## config.mk

```make
export PLATFORM = sky130hd
export DESIGN_NAME = input_debounce_edge_latch
export DESIGN_NICKNAME = d
export VERILOG_FILES = /design/src/ide_pkg.sv /design/src/ide_lane.sv /design/src/ide_merge.sv /design/src/input_debounce_edge_latch.sv
export SDC_FILE = /design/constraint.sdc
export NUM_CORES = 1
export LEC_CHECK = 0
export BUFFER_PORTS_ARGS = -buffer_cell sky130_fd_sc_hd__buf_4
export CELL_PAD_IN_SITES_DETAIL_PLACEMENT = 1
export CELL_PAD_IN_SITES_GLOBAL_PLACEMENT = 2
export CORE_MARGIN = 2
export CORE_UTILIZATION = 42
export CTS_CLUSTER_DIAMETER = 80
export CTS_CLUSTER_SIZE = 8
export DETAILED_ROUTE_END_ITERATION = 12
export GPL_ROUTABILITY_DRIVEN = 0
export GPL_TIMING_DRIVEN = 0
export HOLD_SLACK_MARGIN = 0.03
export PLACE_DENSITY_LB_ADDON = 0.1
export SKIP_CTS_REPAIR_TIMING = 1
export SLEW_MARGIN = 20
export SYNTH_ARGS = -nofsm -noshare
export SYNTH_HDL_FRONTEND = slang
export SYNTH_SLANG_ARGS = --single-unit
```

## constraint.sdc

```tcl
create_clock -name i_clk -period 7.9 [get_ports i_clk]
set_input_delay 0.395 -clock i_clk [delete_from_list [all_inputs] [get_ports i_clk]]
set_output_delay 0.395 -clock i_clk [all_outputs]
set_load 0.01 [all_outputs]
```

## src/ide_pkg.sv

```systemverilog
package ide_pkg;

    localparam int DATA_W     = 16;
    localparam int IDX_W      = 4;
    localparam int CNT_W      = 8;
    localparam int THR_W      = 8;
    localparam int CFG_ADDR_W = 1;
    localparam int S_TDATA_W  = 24;
    localparam int S_TUSER_W  = 2;
    localparam int M_TDATA_W  = 24;

    localparam logic [CNT_W-1:0] CNT_MAX      = {CNT_W{1'b1}};
    localparam logic [THR_W-1:0] FALL_THR_RST = 8'h03;
    localparam logic [THR_W-1:0] RISE_THR_RST = 8'h09;

    typedef enum logic [1:0] {
        OP_SCAN     = 2'd0,
        OP_RD_RISE  = 2'd1,
        OP_RD_FALL  = 2'd2,
        OP_RD_STATE = 2'd3
    } t_op;

    typedef enum logic [CFG_ADDR_W-1:0] {
        REG_FALL_THR = 1'b0,
        REG_RISE_THR = 1'b1
    } t_reg;

    typedef struct packed {
        logic             scan;
        logic [THR_W-1:0] fall_thr;
        logic [THR_W-1:0] rise_thr;
    } t_lane_ctl;

    typedef struct packed {
        logic             accept;
        t_op              op;
        logic [IDX_W-1:0] idx;
    } t_merge_ctl;

endpackage

```

## src/ide_lane.sv

```systemverilog
module ide_lane (
    input  logic               i_clk,
    input  logic               i_rst_n,
    input  ide_pkg::t_lane_ctl i_ctl,
    input  logic               i_raw,
    output logic               o_deb,
    output logic               o_deb_next
);
    import ide_pkg::*;

    logic [CNT_W-1:0] r_cnt;
    logic [CNT_W-1:0] n_cnt;
    logic             r_deb;
    logic             n_deb;
    logic [CNT_W-1:0] cnt_inc;
    logic [THR_W-1:0] thr;

    always_comb begin
        cnt_inc = (r_cnt == CNT_MAX) ? r_cnt : r_cnt + 1'b1;
        thr     = i_raw ? i_ctl.rise_thr : i_ctl.fall_thr;
        n_cnt   = r_cnt;
        n_deb   = r_deb;
        if (i_ctl.scan) begin
            if (i_raw != r_deb) begin
                n_cnt = cnt_inc;
                // A threshold of zero switches on the first disagreeing scan.
                if (cnt_inc >= thr) begin
                    n_deb = i_raw;
                end
            end else begin
                n_cnt = '0;
            end
        end
    end

    always_ff @(posedge i_clk) begin
        if (!i_rst_n) begin
            r_cnt <= '0;
            r_deb <= 1'b0;
        end else begin
            r_cnt <= n_cnt;
            r_deb <= n_deb;
        end
    end

    assign o_deb      = r_deb;
    assign o_deb_next = n_deb;

endmodule

```

## src/ide_merge.sv

```systemverilog
module ide_merge (
    input  logic                        i_clk,
    input  logic                        i_rst_n,
    input  ide_pkg::t_merge_ctl         i_ctl,
    input  logic [ide_pkg::DATA_W-1:0]  i_deb,
    input  logic [ide_pkg::DATA_W-1:0]  i_deb_next,
    input  logic                        i_m_tready,
    output logic                        o_m_tvalid,
    output logic [ide_pkg::DATA_W-1:0]  o_debounced,
    output logic                        o_query
);
    import ide_pkg::*;

    logic [DATA_W-1:0] r_rise;
    logic [DATA_W-1:0] n_rise;
    logic [DATA_W-1:0] r_fall;
    logic [DATA_W-1:0] n_fall;
    logic              r_valid;
    logic              n_valid;
    logic [DATA_W-1:0] r_out_deb;
    logic              r_q;
    logic              q;

    // Lanes that do not exist hold zero in every word, so their queries read 0.
    always_comb begin
        n_rise = r_rise;
        n_fall = r_fall;
        q      = 1'b0;
        if (i_ctl.accept) begin
            case (i_ctl.op)
                OP_SCAN: begin
                    n_rise = r_rise | (i_deb_next & ~i_deb);
                    n_fall = r_fall | (~i_deb_next & i_deb);
                end
                OP_RD_RISE: begin
                    q                 = r_rise[i_ctl.idx];
                    n_rise[i_ctl.idx] = 1'b0;
                end
                OP_RD_FALL: begin
                    q                 = r_fall[i_ctl.idx];
                    n_fall[i_ctl.idx] = 1'b0;
                end
                OP_RD_STATE: begin
                    q = i_deb[i_ctl.idx];
                end
                default: begin
                    q = 1'b0;
                end
            endcase
        end
    end

    always_comb begin
        if (i_ctl.accept) begin
            n_valid = 1'b1;
        end else if (i_m_tready) begin
            n_valid = 1'b0;
        end else begin
            n_valid = r_valid;
        end
    end

    always_ff @(posedge i_clk) begin
        if (!i_rst_n) begin
            r_rise  <= '0;
            r_fall  <= '0;
            r_valid <= 1'b0;
        end else begin
            r_rise  <= n_rise;
            r_fall  <= n_fall;
            r_valid <= n_valid;
        end
    end

    always_ff @(posedge i_clk) begin
        if (i_ctl.accept) begin
            r_out_deb <= i_deb_next;
            r_q       <= q;
        end
    end

    assign o_m_tvalid  = r_valid;
    assign o_debounced = r_out_deb;
    assign o_query     = r_q;

endmodule

```

## src/input_debounce_edge_latch.sv

```systemverilog
// Debounces up to 16 raw inputs and latches their edges as sticky event flags.
// Slave channel: tuser carries the operation (scan, read-clear rise flag,
// read-clear fall flag, read state); tdata carries the raw word for a scan
// and the input index for a query. Every item gives exactly one result on the
// master channel: the debounced word after the item and the queried bit.
// The result is registered when its item is accepted. One item is taken every
// cycle; the figure is set by the per-input counters, which all update side
// by side, and by the single output register. While the receiver stalls, the
// output register holds its result and the slave side keeps taking items
// only in a cycle in which that result is taken. The user must write the
// thresholds on the plain write port only while no item is in flight; the
// block itself does not enforce this. A synchronous low reset clears all
// counters, debounced bits and flags, empties the output register and loads
// the thresholds with their defaults of three (falling) and nine (rising).
module input_debounce_edge_latch #(
    parameter int NUM_INPUTS = 16
) (
    input  logic                              i_clk,
    input  logic                              i_rst_n,
    input  logic                              i_cfg_we,
    input  logic [ide_pkg::CFG_ADDR_W-1:0]    i_cfg_addr,
    input  logic [ide_pkg::THR_W-1:0]         i_cfg_data,
    input  logic                              i_s_tvalid,
    output logic                              o_s_tready,
    // [15:0] raw_inputs, [19:16] input_index, [23:20] zero
    input  logic [ide_pkg::S_TDATA_W-1:0]     i_s_tdata,
    // [1:0] operation
    input  logic [ide_pkg::S_TUSER_W-1:0]     i_s_tuser,
    output logic                              o_m_tvalid,
    input  logic                              i_m_tready,
    // [15:0] debounced_bits, [16] query_bit, [23:17] zero
    output logic [ide_pkg::M_TDATA_W-1:0]     o_m_tdata
);
    import ide_pkg::*;

    localparam int LANES = (NUM_INPUTS < DATA_W) ? NUM_INPUTS : DATA_W;

    logic [THR_W-1:0]  r_fall_thr;
    logic [THR_W-1:0]  r_rise_thr;
    logic              s_acc;
    t_op               op;
    logic [DATA_W-1:0] raw;
    logic [IDX_W-1:0]  idx;
    t_lane_ctl         lane_ctl;
    t_merge_ctl        merge_ctl;
    logic [DATA_W-1:0] deb;
    logic [DATA_W-1:0] deb_next;
    logic [DATA_W-1:0] out_deb;
    logic              out_q;

    always_ff @(posedge i_clk) begin
        if (!i_rst_n) begin
            r_fall_thr <= FALL_THR_RST;
            r_rise_thr <= RISE_THR_RST;
        end else if (i_cfg_we) begin
            case (t_reg'(i_cfg_addr))
                REG_FALL_THR: r_fall_thr <= i_cfg_data;
                REG_RISE_THR: r_rise_thr <= i_cfg_data;
                default: begin
                end
            endcase
        end
    end

    assign o_s_tready = !o_m_tvalid || i_m_tready;
    assign s_acc      = i_s_tvalid && o_s_tready;
    assign op         = t_op'(i_s_tuser[1:0]);
    assign raw        = i_s_tdata[DATA_W-1:0];
    assign idx        = i_s_tdata[DATA_W+IDX_W-1:DATA_W];

    assign lane_ctl.scan     = s_acc && (op == OP_SCAN);
    assign lane_ctl.fall_thr = r_fall_thr;
    assign lane_ctl.rise_thr = r_rise_thr;

    assign merge_ctl.accept = s_acc;
    assign merge_ctl.op     = op;
    assign merge_ctl.idx    = idx;

    for (genvar g = 0; g < DATA_W; g++) begin : g_lane
        if (g < LANES) begin : g_on
            ide_lane u_lane (
                .i_clk      (i_clk),
                .i_rst_n    (i_rst_n),
                .i_ctl      (lane_ctl),
                .i_raw      (raw[g]),
                .o_deb      (deb[g]),
                .o_deb_next (deb_next[g])
            );
        end else begin : g_off
            assign deb[g]      = 1'b0;
            assign deb_next[g] = 1'b0;
        end
    end

    ide_merge u_merge (
        .i_clk       (i_clk),
        .i_rst_n     (i_rst_n),
        .i_ctl       (merge_ctl),
        .i_deb       (deb),
        .i_deb_next  (deb_next),
        .i_m_tready  (i_m_tready),
        .o_m_tvalid  (o_m_tvalid),
        .o_debounced (out_deb),
        .o_query     (out_q)
    );

    assign o_m_tdata = {{(M_TDATA_W-DATA_W-1){1'b0}}, out_q, out_deb};

`ifndef NO_ASSERTIONS
    a_acc_gives_result: assert property (@(posedge i_clk) disable iff (!i_rst_n)
        s_acc |=> o_m_tvalid)
        else $error("accepted item produced no result");

    a_scan_query_zero: assert property (@(posedge i_clk) disable iff (!i_rst_n)
        (s_acc && op == OP_SCAN) |=> !out_q)
        else $error("scan result carries a nonzero query bit");

    a_query_keeps_state: assert property (@(posedge i_clk) disable iff (!i_rst_n)
        (s_acc && op != OP_SCAN) |=> (deb == $past(deb)))
        else $error("query item changed the debounced state");

    a_result_matches_state: assert property (@(posedge i_clk) disable iff (!i_rst_n)
        s_acc |=> (out_deb == deb))
        else $error("result word differs from the debounced state");
`endif

endmodule

```

Word level (Yosys, flattened, before mapping)
Cells that the tools add are included.
- flip-flop bits (word level): 210
- input bits: 40
- word-level logic and storage cells: 240
- output and inout port bits: 26
- add/subtract/negate cells: 16
- $lt $le $gt $ge: 18
- muxes and demuxes: 109
- bitwise logic cells: 10
- reductions and logical operators: 13
- equality and inequality tests: 35
- operators with widths (kind ; count):
    $mux 8 ; 48
    $add 8x1->8 const B ; 16
    $eq 8x8->1 const B ; 16
    $ge 8x8->1 ; 16
    $and 16x16->16 ; 4
    $pmux 16 s2 ; 2
    $mux 1 ; 54
    $not 16->16 ; 3
    $or 16x16->16 ; 2
    $ne 1x1->1 ; 16
    $bmux 1 s4 ; 3
    $reduce_and 2->1 ; 4
    $reduce_bool 2->1 ; 3
    $lt 4x5->1 const B ; 1
    $demux 1 s4 ; 1
    $eq 2x2->1 const B ; 2
    $ge 4x1->1 const B ; 1
    $logic_and 1x1->1 ; 3
    $pmux 1 s3 ; 1
    $eq 2x1->1 const B ; 1
    $logic_not 2->1 ; 1
    $logic_not 1->1 ; 1
    $logic_or 1x1->1 ; 1
    $not 1->1 ; 1

Depth between registers and ports, before layout
Gate-level depths: netlist of the first run.
- depth in word-level cells: 10
- mapped depth: 12
- mapped depth without buffers: 11

By module
Synthesis of the first run repeated with hierarchy kept, for this count alone.
- cells, all modules: 1874
- area total of the unflattened synthesis: 17123.9 um2
- modules (own cells, without submodules) (module ; times used ; cells an instance ; area each (um2)):
    ide_lane ; 16 ; 99 ; 872.1
    ide_merge ; 1 ; 212 ; 2466.1
    input_debounce_edge_latch ; 1 ; 78 ; 704.4

Worst setup path after synthesis of the first run
OpenSTA, ideal clock, no wires.
- path kind: register to register
- start point: reg g_lane[14].g_on.u_lane.r_cnt[0]
- end point: reg u_merge.r_out_deb[14], in the netlist u_merge.o_debounced[14], data pin
- slack: 5.118 ns
- arrival time: 2.526 ns
- period minus slack after synthesis: 2.782 ns
- required time: 7.644 ns
- library setup time: 0.256 ns
- path buffers: 1
- stages on the path, launching flop included: 12
- path through: dfxtp_1 > ha_1 > nand3_1 > or3_1 > clkbuf_1 > xnor2_1 > ha_1 > nand2b_1 > a2111oi_0 > o21ai_0 > nand3_1 > nand2_1
- cells in the longest elaborated chain, start to end: 6
- RTL lines (what ; line ; text):
    start, declared ; ide_lane.sv:11 ; logic [CNT_W-1:0] r_cnt;
    start signal, assigned ; ide_lane.sv:41 ; r_cnt <= n_cnt;
    $add 8x1->8 or $eq 8x8->1 (tied branches) ; ide_lane.sv:19 ; cnt_inc = (r_cnt == CNT_MAX) ? r_cnt : r_cnt + 1'b1;
    $mux 8 * ; ide_lane.sv:19 ;
    $ge 8x8->1 * ; ide_lane.sv:27 ; if (cnt_inc >= thr) begin
    $mux 1 * ; ide_lane.sv:27 ;
    $mux 1 * ; ide_lane.sv:24 ; if (i_raw != r_deb) begin
    $mux 1 * ; ide_lane.sv:23 ; if (i_ctl.scan) begin
    named net g_lane[14].g_on.u_lane.o_deb_next ; ide_lane.sv:7 ; output logic o_deb_next
    end signal, assigned ; ide_merge.sv:77 ; r_out_deb <= i_deb_next;
    end, declared ; ide_merge.sv:20 ; logic [DATA_W-1:0] r_out_deb;
Mark *: on every way through the listed nets, which the timed path passes. The rest lies on a longest branch.
A chain may end at the register's enable or synchronous reset.

Worst setup path after layout of the first run
- start point: reg r_rise_thr[1]
- end point: reg u_merge.r_out_deb[5], in the netlist u_merge.o_debounced[5], data pin
- cells in the longest elaborated chain, start to end: 5
- RTL lines (what ; line ; text):
    start, declared ; input_debounce_edge_latch.sv:39 ; logic [THR_W-1:0] r_rise_thr;
    start signal, assigned ; input_debounce_edge_latch.sv:58 ; REG_RISE_THR: r_rise_thr <= i_cfg_data;
    $mux 8 ; ide_lane.sv:20 ; thr = i_raw ? i_ctl.rise_thr : i_ctl.fall_thr;
    $ge 8x8->1 ; ide_lane.sv:27 ;
    $mux 1 ; ide_lane.sv:27 ;
    $mux 1 ; ide_lane.sv:24 ;
    $mux 1 ; ide_lane.sv:23 ;
    named net g_lane[5].g_on.u_lane.o_deb_next ; ide_lane.sv:7 ;
The timed path passes the listed nets, and every way through them passes these cells.

==> impl_metrics.yaml, run 1 <==
timing:
  fin_crit_sh: 0.462
  fmax_ghz: 0.274
  finalSetupViolCount: 0
  skew_ps: 11.1
  worstMarginPinSlew_ps: 1250
  hold_viol: 0
  tns_ps: 0
  slew_headroom: 0.164
  setup_slack_ps: 4250
  slew_violations: 0
  layout_min_cycle_time_ps: 3650
  hold_ws_ps: 50.8
  grt_setup_unrepaired: "false"
power:
  p_per_area_mw_per_mm2: 150
  comb_power_share: 0.144
  total_leakage_power_nw: 6.83
  power.total_mw: 2.70
  p_sw_mw: 0.784
  seqPwrFrac: 0.407
  clock_power_share: 0.449
  internal-power_mw: 1.92
  switching_share: 0.290
  ir_drop_uv: 171
clock_tree:
  cts_max_path_buffers: 3
  cts-root-buf: "clkbuf_16"
  cts-htree-levels: 1
  worstSkewPairLatency_ps: 580
  numCtsBuffers: 30
  cts_tree: "done"
  path_clk_slew_ps: 50
  cts_sinks: 210
floorplanning:
  core_mm2: 0.0378
  io_pins: 66
  rows: 71
  die_x_um: 200
  fp.dieArea_mm2: 0.0399
  start_util: 0.427
  die_h_um: 200
finish:
  finalNetCount: 2196
  post-route-util: 0.476
  drive_above_1_share: 0.0979
  fill_cells: 4575
  syn2layout_area_growth_pct: 11.6
  antenna_cells: 0
min_path:
  hp-class: "in2reg"
  min_from: "i_cfg_data[3]"
drt:
  drt_wl_total_um: 63200
  firstDrtPassIters: 5
  route.detailed.drc: 0
  ant_nets: 0
  drt_iter0_markers: 1186
  vias: 15600
  avgRoutedWirePerCell_um: 24.9
  routed_via_density: 6.15
setup_path:
  critPathKind: "reg2reg"
  path_depth: 8
  slowest_delay_ps: 990
  crit_top_cell: "clkbuf_1"
  cp-end-kind: "flip-flop"
  crit_family: "buffers and inverters"
  reg2reg_depth: 8
  crit_buf_inv: 2
  regToRegEndpoint: "u_merge.o_debounced[5]$_DFFE_PP_"
  path_cells: "clkbuf_1, clkbuf_1, mux2i_1, ha_1, a2111oi_0, o21ai_0, nand3_1, nand2_1"
  critPathLaunchType: "flip-flop"
  crit_arrival_ps: 3960
  timing.critical_path.to: "u_merge.o_debounced[5]$_DFFE_PP_"
  r2r-start: "r_rise_thr[1]$_SDFFE_PN0P_"
  worstSetupStartpoint: "r_rise_thr[1]$_SDFFE_PN0P_"
  reg2reg_slack_ps: 4250
  cp_max_fo: 10
  crit_required_ps: 8210
  critPathSlowestCell: "clkbuf_1"
synth:
  synth-edff-count: 17
  seq_area_frac_synth: 0.271
  synth_area_per_cell_um2: 8.36
  ys.flop_type: "dfxtp_1"
  synthArstFlopShare: 0
  synth_cell_types: 63
  ys_ff_latch: 210
  ys.warnings.count: 0
  synth_area_mm2: 0.0161
  synthCells: 1927
global_routing:
  antenna_found_initial: 2
  grt_max_degree: 18
  grt_usage: 0.316
  grt_pass1_vias: 15400
  overflow: 0
  grt_first_pass_wirelength_um: 94300
placement:
  port_buffers: 46
  dpl.hpwl_um: 44500
  dp_worst_setup_slack_ps: 4440
run:
  drv_cap: 0
run_status:
  status: "completed"
worst register-to-register path: cells and delay by family (launching register included):
| family | cells | cell delay, ps |
|---|---|---|
| AO/OA/AOI/OAI | 2 | 700 |
| buffers and inverters | 2 | 1510 |
| flip-flops | 1 | 310 |
| AND/OR/NAND/NOR | 2 | 300 |
| multiplexers | 1 | 220 |
| adder cells (fa/ha/maj) | 1 | 350 |
cells in the final DEF (no fill, tap or decap), drive strengths merged, types with 19 or more instances in the layout:
cell    instances
nand2b         25
xnor2          60
a22o           19
mux2i         112
nor3b          23
buf            90
a21o           23
nand4          26
xor2           21
nor3           50
mux2           45
inv            24
nor2b          19
nand2         183
ha            144
o21a           65
and2           45
a31oi          26
dfxtp         193
clkbuf        129
or3            25
nor2           50
a21oi         191
and3           19
nand3         107
o21ai         118
final cells by class:
type | count | area, µm² | area share
buffer | 130 | 571 | 0.0317
clock buffer | 42 | 817 | 0.0455
clock inverter | 1 | 7.51 | 0.000418
inverter | 25 | 93.8 | 0.00522
multi-input combinational | 1568 | 11100 | 0.618
sequential | 210 | 4370 | 0.243
tap | 511 | 639 | 0.0356
timing repair buffer | 47 | 357 | 0.0198
Yosys cell counts, drive strengths merged, types with 3 or more instances:
| library cell | n | area [µm²] |
|---|---|---|
| a2111oi | 16 | 140 |
| or3 | 25 | 156 |
| nor2b | 19 | 126 |
| mux2 | 45 | 507 |
| a21bo | 16 | 160 |
| and4 | 5 | 43.8 |
| a22oi | 10 | 75.1 |
| mux2i | 112 | 1120 |
| o311ai | 3 | 26.3 |
| and3 | 19 | 119 |
| nand3 | 107 | 536 |
| a22o | 19 | 166 |
| o22ai | 4 | 25.0 |
| and2 | 45 | 282 |
| xnor2 | 60 | 526 |
| nand2 | 183 | 687 |
| nand3b | 14 | 105 |
| dfxtp | 193 | 3860 |
| a21o | 23 | 173 |
| or4 | 3 | 22.5 |
| ha | 144 | 1800 |
| clkbuf | 87 | 327 |
| buf | 43 | 235 |
| a21oi | 191 | 956 |
| nand2b | 25 | 156 |
| edfxtp | 17 | 510 |
| o211ai | 15 | 118 |
| o21a | 65 | 488 |
| inv | 24 | 90.1 |
| nand4b | 15 | 131 |
| a211oi | 18 | 135 |
| nand4 | 26 | 163 |
| o21ai | 118 | 591 |
| mux4 | 12 | 270 |
| nor3b | 23 | 173 |
| a31oi | 26 | 169 |
| nor4 | 3 | 18.8 |
| xor2 | 21 | 184 |
| a32oi | 12 | 105 |
| a21boi | 3 | 22.5 |
| nor2 | 50 | 208 |
| nor3 | 50 | 250 |
| a41oi | 4 | 35.0 |
power by group through the flow:
stage | combinational [mW] | clock [mW] | sequential (mW)
2_1_floorplan | 0.225 | 0 | 1.12
3_3_place_gp | 0.370 | 0 | 1.12
3_5_place_dp | 0.380 | 0 | 1.12
4_1_cts | 0.383 | 1.23 | 1.10
5_1_grt | 0.417 | 1.27 | 1.10
6_report | 0.389 | 1.21 | 1.10
state kept, by name, summed over array words and instances (netlist names):
register,count
g_lane.g_on.u_lane.o_deb,16
g_lane.g_on.u_lane.r_cnt,128
r_fall_thr,8
r_rise_thr,8
u_merge.o_debounced,16
u_merge.o_m_tvalid,1
u_merge.o_query,1
u_merge.r_fall,16
u_merge.r_rise,16
logic make-up (layout without fill, tap and decap cells):
group / Yosys count / in the layout / share of synthesized area
and+or+nand+nor: 618 / 618 / 0.201
AOI/OAI and AO/OA: 549 / 549 / 0.213
DFF: 210 / 210 / 0.271
muxes: 169 / 169 / 0.118
buffers and inverters: 155 / 245 / 0.0407
adders and majority gates: 144 / 144 / 0.112
xor gates and xnor gates: 81 / 81 / 0.0440
other: 1 / 7 / 0.000233
how the worst min path moves through the flow:
| stage | endpoint | slack (ps) | depth (start not counted) |
|---|---|---|---|
| after global placement | u_merge.r_rise[9]$_SDFFE_PN0P_ | 460 | 2 |
| after floorplan | g_lane[2].g_on.u_lane.r_cnt[5]$_SDFFE_PN0P_ | 440 | 2 |
| after global routing | r_fall_thr[0]$_SDFFE_PN1P_ | 60 | 3 |
| after detailed placement | u_merge.r_fall[7]$_SDFFE_PN0P_ | 470 | 2 |
| after CTS | r_rise_thr[3]$_SDFFE_PN1P_ | 30 | 3 |
| final | r_rise_thr[3]$_SDFFE_PN1P_ | 50 | 3 |
routing by layer:
metal | up-vias | share of wire | track usage
li1 | 7294 | - | -
met3 | 116 | 0.060 | 0.0402
met4 | 0 | 0.033 | 0.0993
met2 | 404 | 0.45 | 0.519
met1 | 7782 | 0.45 | 0.432
met5 | - | 0 | 0
stage by stage:
step,area (µm²),instances
2_1_floorplan,16100,1933
3_3_place_gp,17100,2490
3_5_place_dp,17200,2491
4_1_cts,18000,2534
5_1_grt,18000,2534
6_report,18000,2534
(Power assumes the default switching activity.)
==> run 2: changes to the inputs <==
ABC_AREA = 1   (was default)
CORE_UTILIZATION = 32   (was 42)
clock period = 3 ns   (was 7.9 ns; I/O delays follow)
==> run 2 against run 1 <==
  * Sequential share of layout area decreased by 0.90 points
  * Critical endpoint is now u_merge.o_m_tvalid$_SDFFE_PN0P_
  * Combinational power increased to 2.8 times the previous value
  * Synthesized cell count grew 30%
  * Non-clock buffer count is 19 higher
  * Clock power rose to 2.8 times the previous value
  * Highest routed layer is now met5
==> impl_metrics.yaml, run 2 <==
synth:
  ys.warnings.count: 0
  synth_top_area_frac: 0.242
  synthCells: 2507
  seq_area_frac_synth: 0.273
  synth_area_mm2: 0.0160
  synth_top_cell_by_area: "dfxtp_1"
  ys_top_cells_by_count: "nand2_1 (881), inv_1 (226), a21oi_1 (216), o21ai_0 (200), dfxtp_1 (193)"
  synth_cell_types: 40
  synthArstFlopShare: 0
  synth-edff-count: 17
  synth_area_per_cell_um2: 6.38
  ys.flop_type: "dfxtp_1"
  synth.most_common_cell: "nand2_1"
  synth_area_leaders: "dfxtp_1 (24%), nand2_1 (21%), ha_1 (11%), a21oi_1 (6.8%), o21ai_0 (6.3%)"
  ys_ff_latch: 210
floorplanning:
  io_pins: 66
  fp.dieArea_mm2: 0.0518
  die_x_um: 228
  start_util: 0.325
  die_h_um: 228
  core_mm2: 0.0492
  rows: 81
power:
  total_leakage_power_nw: 8.51
  clock_power_share: 0.452
  p_per_area_mw_per_mm2: 393
  ir_drop_uv: 396
  comb_power_share: 0.150
  power.total_mw: 7.35
  p_sw_mw: 2.23
  switching_share: 0.304
  seqPwrFrac: 0.398
  internal-power_mw: 5.12
drt:
  drt_wl_total_um: 63000
  route.detailed.drc: 0
  routed_via_density: 5.11
  firstDrtPassIters: 5
  drt_iter0_markers: 911
  ant_nets: 0
  avgRoutedWirePerCell_um: 19.0
  vias: 17000
setup_path:
  cp_max_fo: 10
  r2r-start: "r_fall_thr[1]$_SDFFE_PN1P_"
  crit_family: "buffers and inverters"
  critPathSlowestCell: "clkbuf_1"
  path_cells: "dlygate4sd3_1, buf_4, inv_2, clkbuf_1, clkbuf_2, a21oi_1, dlygate4sd3_1"
  regToRegEndpoint: "u_merge.o_debounced[14]$_DFFE_PP_"
  slowest_delay_ps: 870
  crit_buf_inv: 6
  crit_arrival_ps: 3300
  reg2reg_slack_ps: 180
  critPathLaunchType: "primary input"
  cp-end-kind: "flip-flop"
  crit_top_cell: "dlygate4sd3_1"
  critPathKind: "in2reg"
  reg2reg_depth: 12
  crit_required_ps: 3460
finish:
  multi_input_area_mm2: 0.0105
  syn2layout_area_growth_pct: 17.0
  fill_cells: 6398
  drive_above_1_share: 0.0853
  antenna_cells: 0
  layout_commonest_cell: "nand2_1"
  fin_area_mm2: 0.0187
  largest-register: "g_lane.g_on.u_lane.r_cnt"
  finalNonFillerCells: 3314
  largest_reg_flops: 128
  final_cell_mix: "nand2_1 (873), inv_1 (224), a21oi_1 (215)"
  seq_area_mm2: 0.00439
  finalNetCount: 2818
clock_tree:
  path_clk_slew_ps: 50
  cts-root-buf: "clkbuf_16"
  worstSkewPairLatency_ps: 590
  numCtsBuffers: 31
  cts_max_path_buffers: 3
  cts_sinks: 210
  cts_tree: "done"
  cts-htree-levels: 1
timing:
  finalSetupViolCount: 0
  slew_violations: 0
  slew_headroom: 0.258
  setup_slack_ps: 162
  layout_min_cycle_time_ps: 2840
  fin_crit_sh: 0.946
  fmax_ghz: 0.352
  worstMarginPinSlew_ps: 1110
  grt_setup_unrepaired: "true"
  hold_viol: 0
  skew_ps: 18.0
global_routing:
  antenna_found_initial: 2
  overflow: 0
  grt_first_pass_wirelength_um: 96500
  grt_usage: 0.243
  grt_pass1_vias: 16900
  grt_max_degree: 19
run_status:
  status: "completed"
run:
  drv_cap: 0
placement:
  dpl.hpwl_um: 45700
  port_buffers: 52
  placed_cells: 3229
  place_area_mm2: 0.0172
  dp_worst_setup_slack_ps: -465
min_path:
  hold_depth: 4
  hp-class: "in2reg"
  holdPathEnd: "r_rise_thr[1]$_SDFFE_PN0P_"
  min_from: "i_cfg_we"
[run 2: cell types whose count changed in the layout (fill, tap and decap cells not counted), sizes merged, moves of 29 or more]
cell / delta
a21oi: +41
dlygate4sd3: +29
inv: +203
mux2: -45
mux2i: -112
nand2: +701
nand4: +30
nor2: +114
nor3: -36
o21a: -48
o21ai: +90
xnor2: -46
[run 2: how the worst max path moves through the flow]
stage	slack [ps]	cells after the start	end	from
after global routing	-30	17	u_merge.o_debounced[14]$_DFFE_PP_	g_lane[14].g_on.u_lane.r_cnt[0]$_SDFFE_PN0P_
after CTS	-450	15	u_merge.o_debounced[10]$_DFFE_PP_	r_rise_thr[0]$_SDFFE_PN1P_
after floorplan	620	17	u_merge.o_debounced[2]$_DFFE_PP_	g_lane[2].g_on.u_lane.r_cnt[0]$_SDFFE_PN0P_
final	160	7	u_merge.o_m_tvalid$_SDFFE_PN0P_	i_rst_n
after global placement	-370	15	u_merge.o_debounced[14]$_DFFE_PP_	r_rise_thr[0]$_SDFFE_PN1P_
after detailed placement	-470	15	u_merge.o_debounced[10]$_DFFE_PP_	r_rise_thr[0]$_SDFFE_PN1P_
[run 2: logic make-up (layout without fill, tap and decap cells)]
kind of cell             count (synthesis)  in the layout  share of synthesized area
XOR/XNOR                                54             54                     0.0296
AND/OR/NAND/NOR                       1277           1277                      0.336
AO/OA/AOI/OAI                          477            477                      0.163
flip-flops                             210            210                      0.273
other                                    1              7                   0.000234
adder cells (fa/ha/maj)                144            144                      0.113
buffers and inverters                  344            481                     0.0851
[run 2: routing by layer]
layer / GRT usage / vias to the layer above / share of wire
met3: 0.0268 / 110 / 0.032
met4: 0.0687 / 2 / 0.033
met5: 0 / - / 0.00021
met1: 0.315 / 8156 / 0.46
met2: 0.426 / 235 / 0.47
li1: - / 8448 / -
[run 2: layout make-up]
| type | count | area share |
|---|---|---|
| flip-flops and latches | 210 | 0.234 |
| plain buffers | 106 | 0.0260 |
| clock inverters | 2 | 0.000535 |
| repair buffers | 90 | 0.0400 |
| multi-input cells | 1959 | 0.561 |
| clock buffers | 47 | 0.0457 |
| well taps | 664 | 0.0444 |
| inverters | 236 | 0.0484 |
[run 2: per-stage QoR]
step	utilization	hold WS, ps	setup TNS, ps
finish	0.381	58.3	0
global route	0.381	88.0	-33.9
CTS	0.368	-227	-8780
detailed placement	0.351	393	-8380
global placement	0.351	385	-4610
floorplan	-	263	0
[run 2: tightest hold or removal path: stages]
cell and delay [ps]:
buf_4 90, nand2_1 130, o21ai_0 180, a21oi_1 50
[run 2: power groups by stage]
stage / combinational, mW / clock (mW) / sequential [mW]
floorplan: 0.640 / 0 / 2.95
global placement: 1.04 / 0 / 2.98
detailed placement: 1.08 / 0 / 2.98
CTS: 1.08 / 3.43 / 2.92
global route: 1.23 / 3.55 / 2.93
finish: 1.10 / 3.33 / 2.93
==> run 3: changes to the inputs <==
ABC_AREA = 0   (was 1)
CORE_UTILIZATION = 35   (was 32)
==> run 3 against run 2 <==
  * Fmax shrank 2.8%
  * Largest cell class unchanged
  * Clock skew shrank 6.9 ps
  * Wire length increased by 6.0%
==> impl_metrics.yaml, run 3 (synthesized netlist as in run 1, its figures left out) <==
floorplanning:
  die_x_um: 219
  rows: 78
  io_pins: 66
  die_h_um: 219
  fp.dieArea_mm2: 0.0478
  core_mm2: 0.0454
  start_util: 0.355
setup_path:
  critPathSlowestCell: "clkbuf_2"
  r2r-start: "r_fall_thr[1]$_SDFFE_PN1P_"
  slowest_delay_ps: 570
  path_cells: "clkbuf_1, clkbuf_2, mux2i_1, ha_1, a2111oi_1, o21ai_1, nand3_1, nand2_1"
  cp_max_fo: 10
  crit_required_ps: 3330
  worstSetupStartpoint: "r_fall_thr[1]$_SDFFE_PN1P_"
  critPathLaunchType: "flip-flop"
  critPathKind: "reg2reg"
  cp-end-kind: "flip-flop"
  crit_arrival_ps: 3250
  reg2reg_depth: 8
finish:
  layout_commonest_cell: "a21oi_1"
  drive_above_1_share: 0.143
  final_cell_mix: "a21oi_1 (191), nand2_1 (182), dfxtp_1 (176)"
  fin_area_mm2: 0.0187
  finalNetCount: 2203
  seq_area_mm2: 0.00440
  largest-register: "g_lane.g_on.u_lane.r_cnt"
  largest_reg_flops: 128
  multi_input_area_mm2: 0.0115
  syn2layout_area_growth_pct: 16.0
  post-route-util: 0.412
  fill_cells: 5422
timing:
  hold_ws_ps: 36.5
  layout_min_cycle_time_ps: 2920
  tns_ps: 0
  slew_headroom: 0.194
  finalSetupViolCount: 0
  hold_viol: 0
  skew_ps: 11.1
  fin_crit_sh: 0.973
  fmax_ghz: 0.342
  worstMarginPinSlew_ps: 1210
  slew_violations: 0
min_path:
  hold_depth: 4
  min_from: "i_s_tdata[0]"
  hp-class: "in2reg"
clock_tree:
  cts-root-buf: "clkbuf_16"
  numCtsBuffers: 30
  cts_sinks: 210
  cts-htree-levels: 1
  worstSkewPairLatency_ps: 590
  path_clk_slew_ps: 60
  cts_tree: "done"
  cts_max_path_buffers: 3
global_routing:
  overflow: 0
  antenna_found_initial: 7
  grt_usage: 0.275
  grt_first_pass_wirelength_um: 98100
  grt_max_degree: 18
  grt_pass1_vias: 15600
placement:
  port_buffers: 46
  place_area_mm2: 0.0173
  dpl.hpwl_um: 46700
drt:
  routed_via_density: 5.92
  ant_nets: 0
  drt_wl_total_um: 66800
  firstDrtPassIters: 5
  drt_iter0_markers: 978
  vias: 15600
  avgRoutedWirePerCell_um: 25.3
  route.detailed.drc: 0
power:
  total_leakage_power_nw: 7.06
  p_per_area_mw_per_mm2: 392
  ir_drop_uv: 368
  power.total_mw: 7.33
run_status:
  status: "completed"
run:
  drv_cap: 0
==> run 3: cell count changes in the layout (fill, tap and decap cells not counted), moves of 41 or more <==
cell     previous run  this run
nand2_1           873       182
inv_1             224        24
nor2_1            162        42
mux2i_1             0       112
o21ai_0           190       102
o21a_1             17        65
mux2_2              0        45
nor3_1              5        50
xnor2_1            14        55
==> run 3: metrics by stage <==
step / setup WS [ps] / instances
6_report: 79.9 / 2634
5_1_grt: -40.1 / 2633
4_1_cts: -608 / 2625
3_5_place_dp: -529 / 2579
3_3_place_gp: -650 / 2579
2_1_floorplan: 218 / 1933
==> run 3: area by class of cell <==
cell class | count | area share
antenna | 1 | 0.000134
buffer | 115 | 0.0290
clock buffer | 46 | 0.0450
inverter | 25 | 0.00502
multi-input combinational | 1568 | 0.615
sequential | 210 | 0.235
tap | 600 | 0.0401
timing repair buffer | 69 | 0.0302
==> run 3: path summary, 6_finish.rpt <==
| path | endpoint | slack, ps |
|---|---|---|
| hold / removal | u_merge.r_fall[0]$_SDFFE_PN0P_ | 40 |
| setup reg to reg | u_merge.o_debounced[8]$_DFFE_PP_ | 80 |
| setup / recovery | u_merge.o_debounced[8]$_DFFE_PP_ | 80 |
| hold reg to reg | u_merge.r_rise[2]$_SDFFE_PN0P_ | 480 |
==> run 3: power by group <==
group | leakage, nW | switching (mW) | internal (mW) | total, mW
clock network | 0.406 | 1.42 | 1.88 | 3.30
registers | 1.74 | 0.0444 | 2.87 | 2.91
logic | 4.92 | 0.707 | 0.404 | 1.11
==> run 3: critical path, delay by kind of cell (launching register included) <==
kind            cells  cell delay, ps
flops               1             300
buf+inv             2            1070
simple gates        2             240
mux                 1             160
fa+ha+maj           1             310
compound gates      2             560
==> run 3: per-layer routing <==
layer	GRT usage	part of all wire	routed length, µm	up-vias
met2	0.452	0.46	30800	364
met4	0.0696	0.021	1380	6
met3	0.0356	0.056	3740	90
li1	-	-	-	7320
met5	0	0.00049	33	-
met1	0.379	0.46	30800	7810
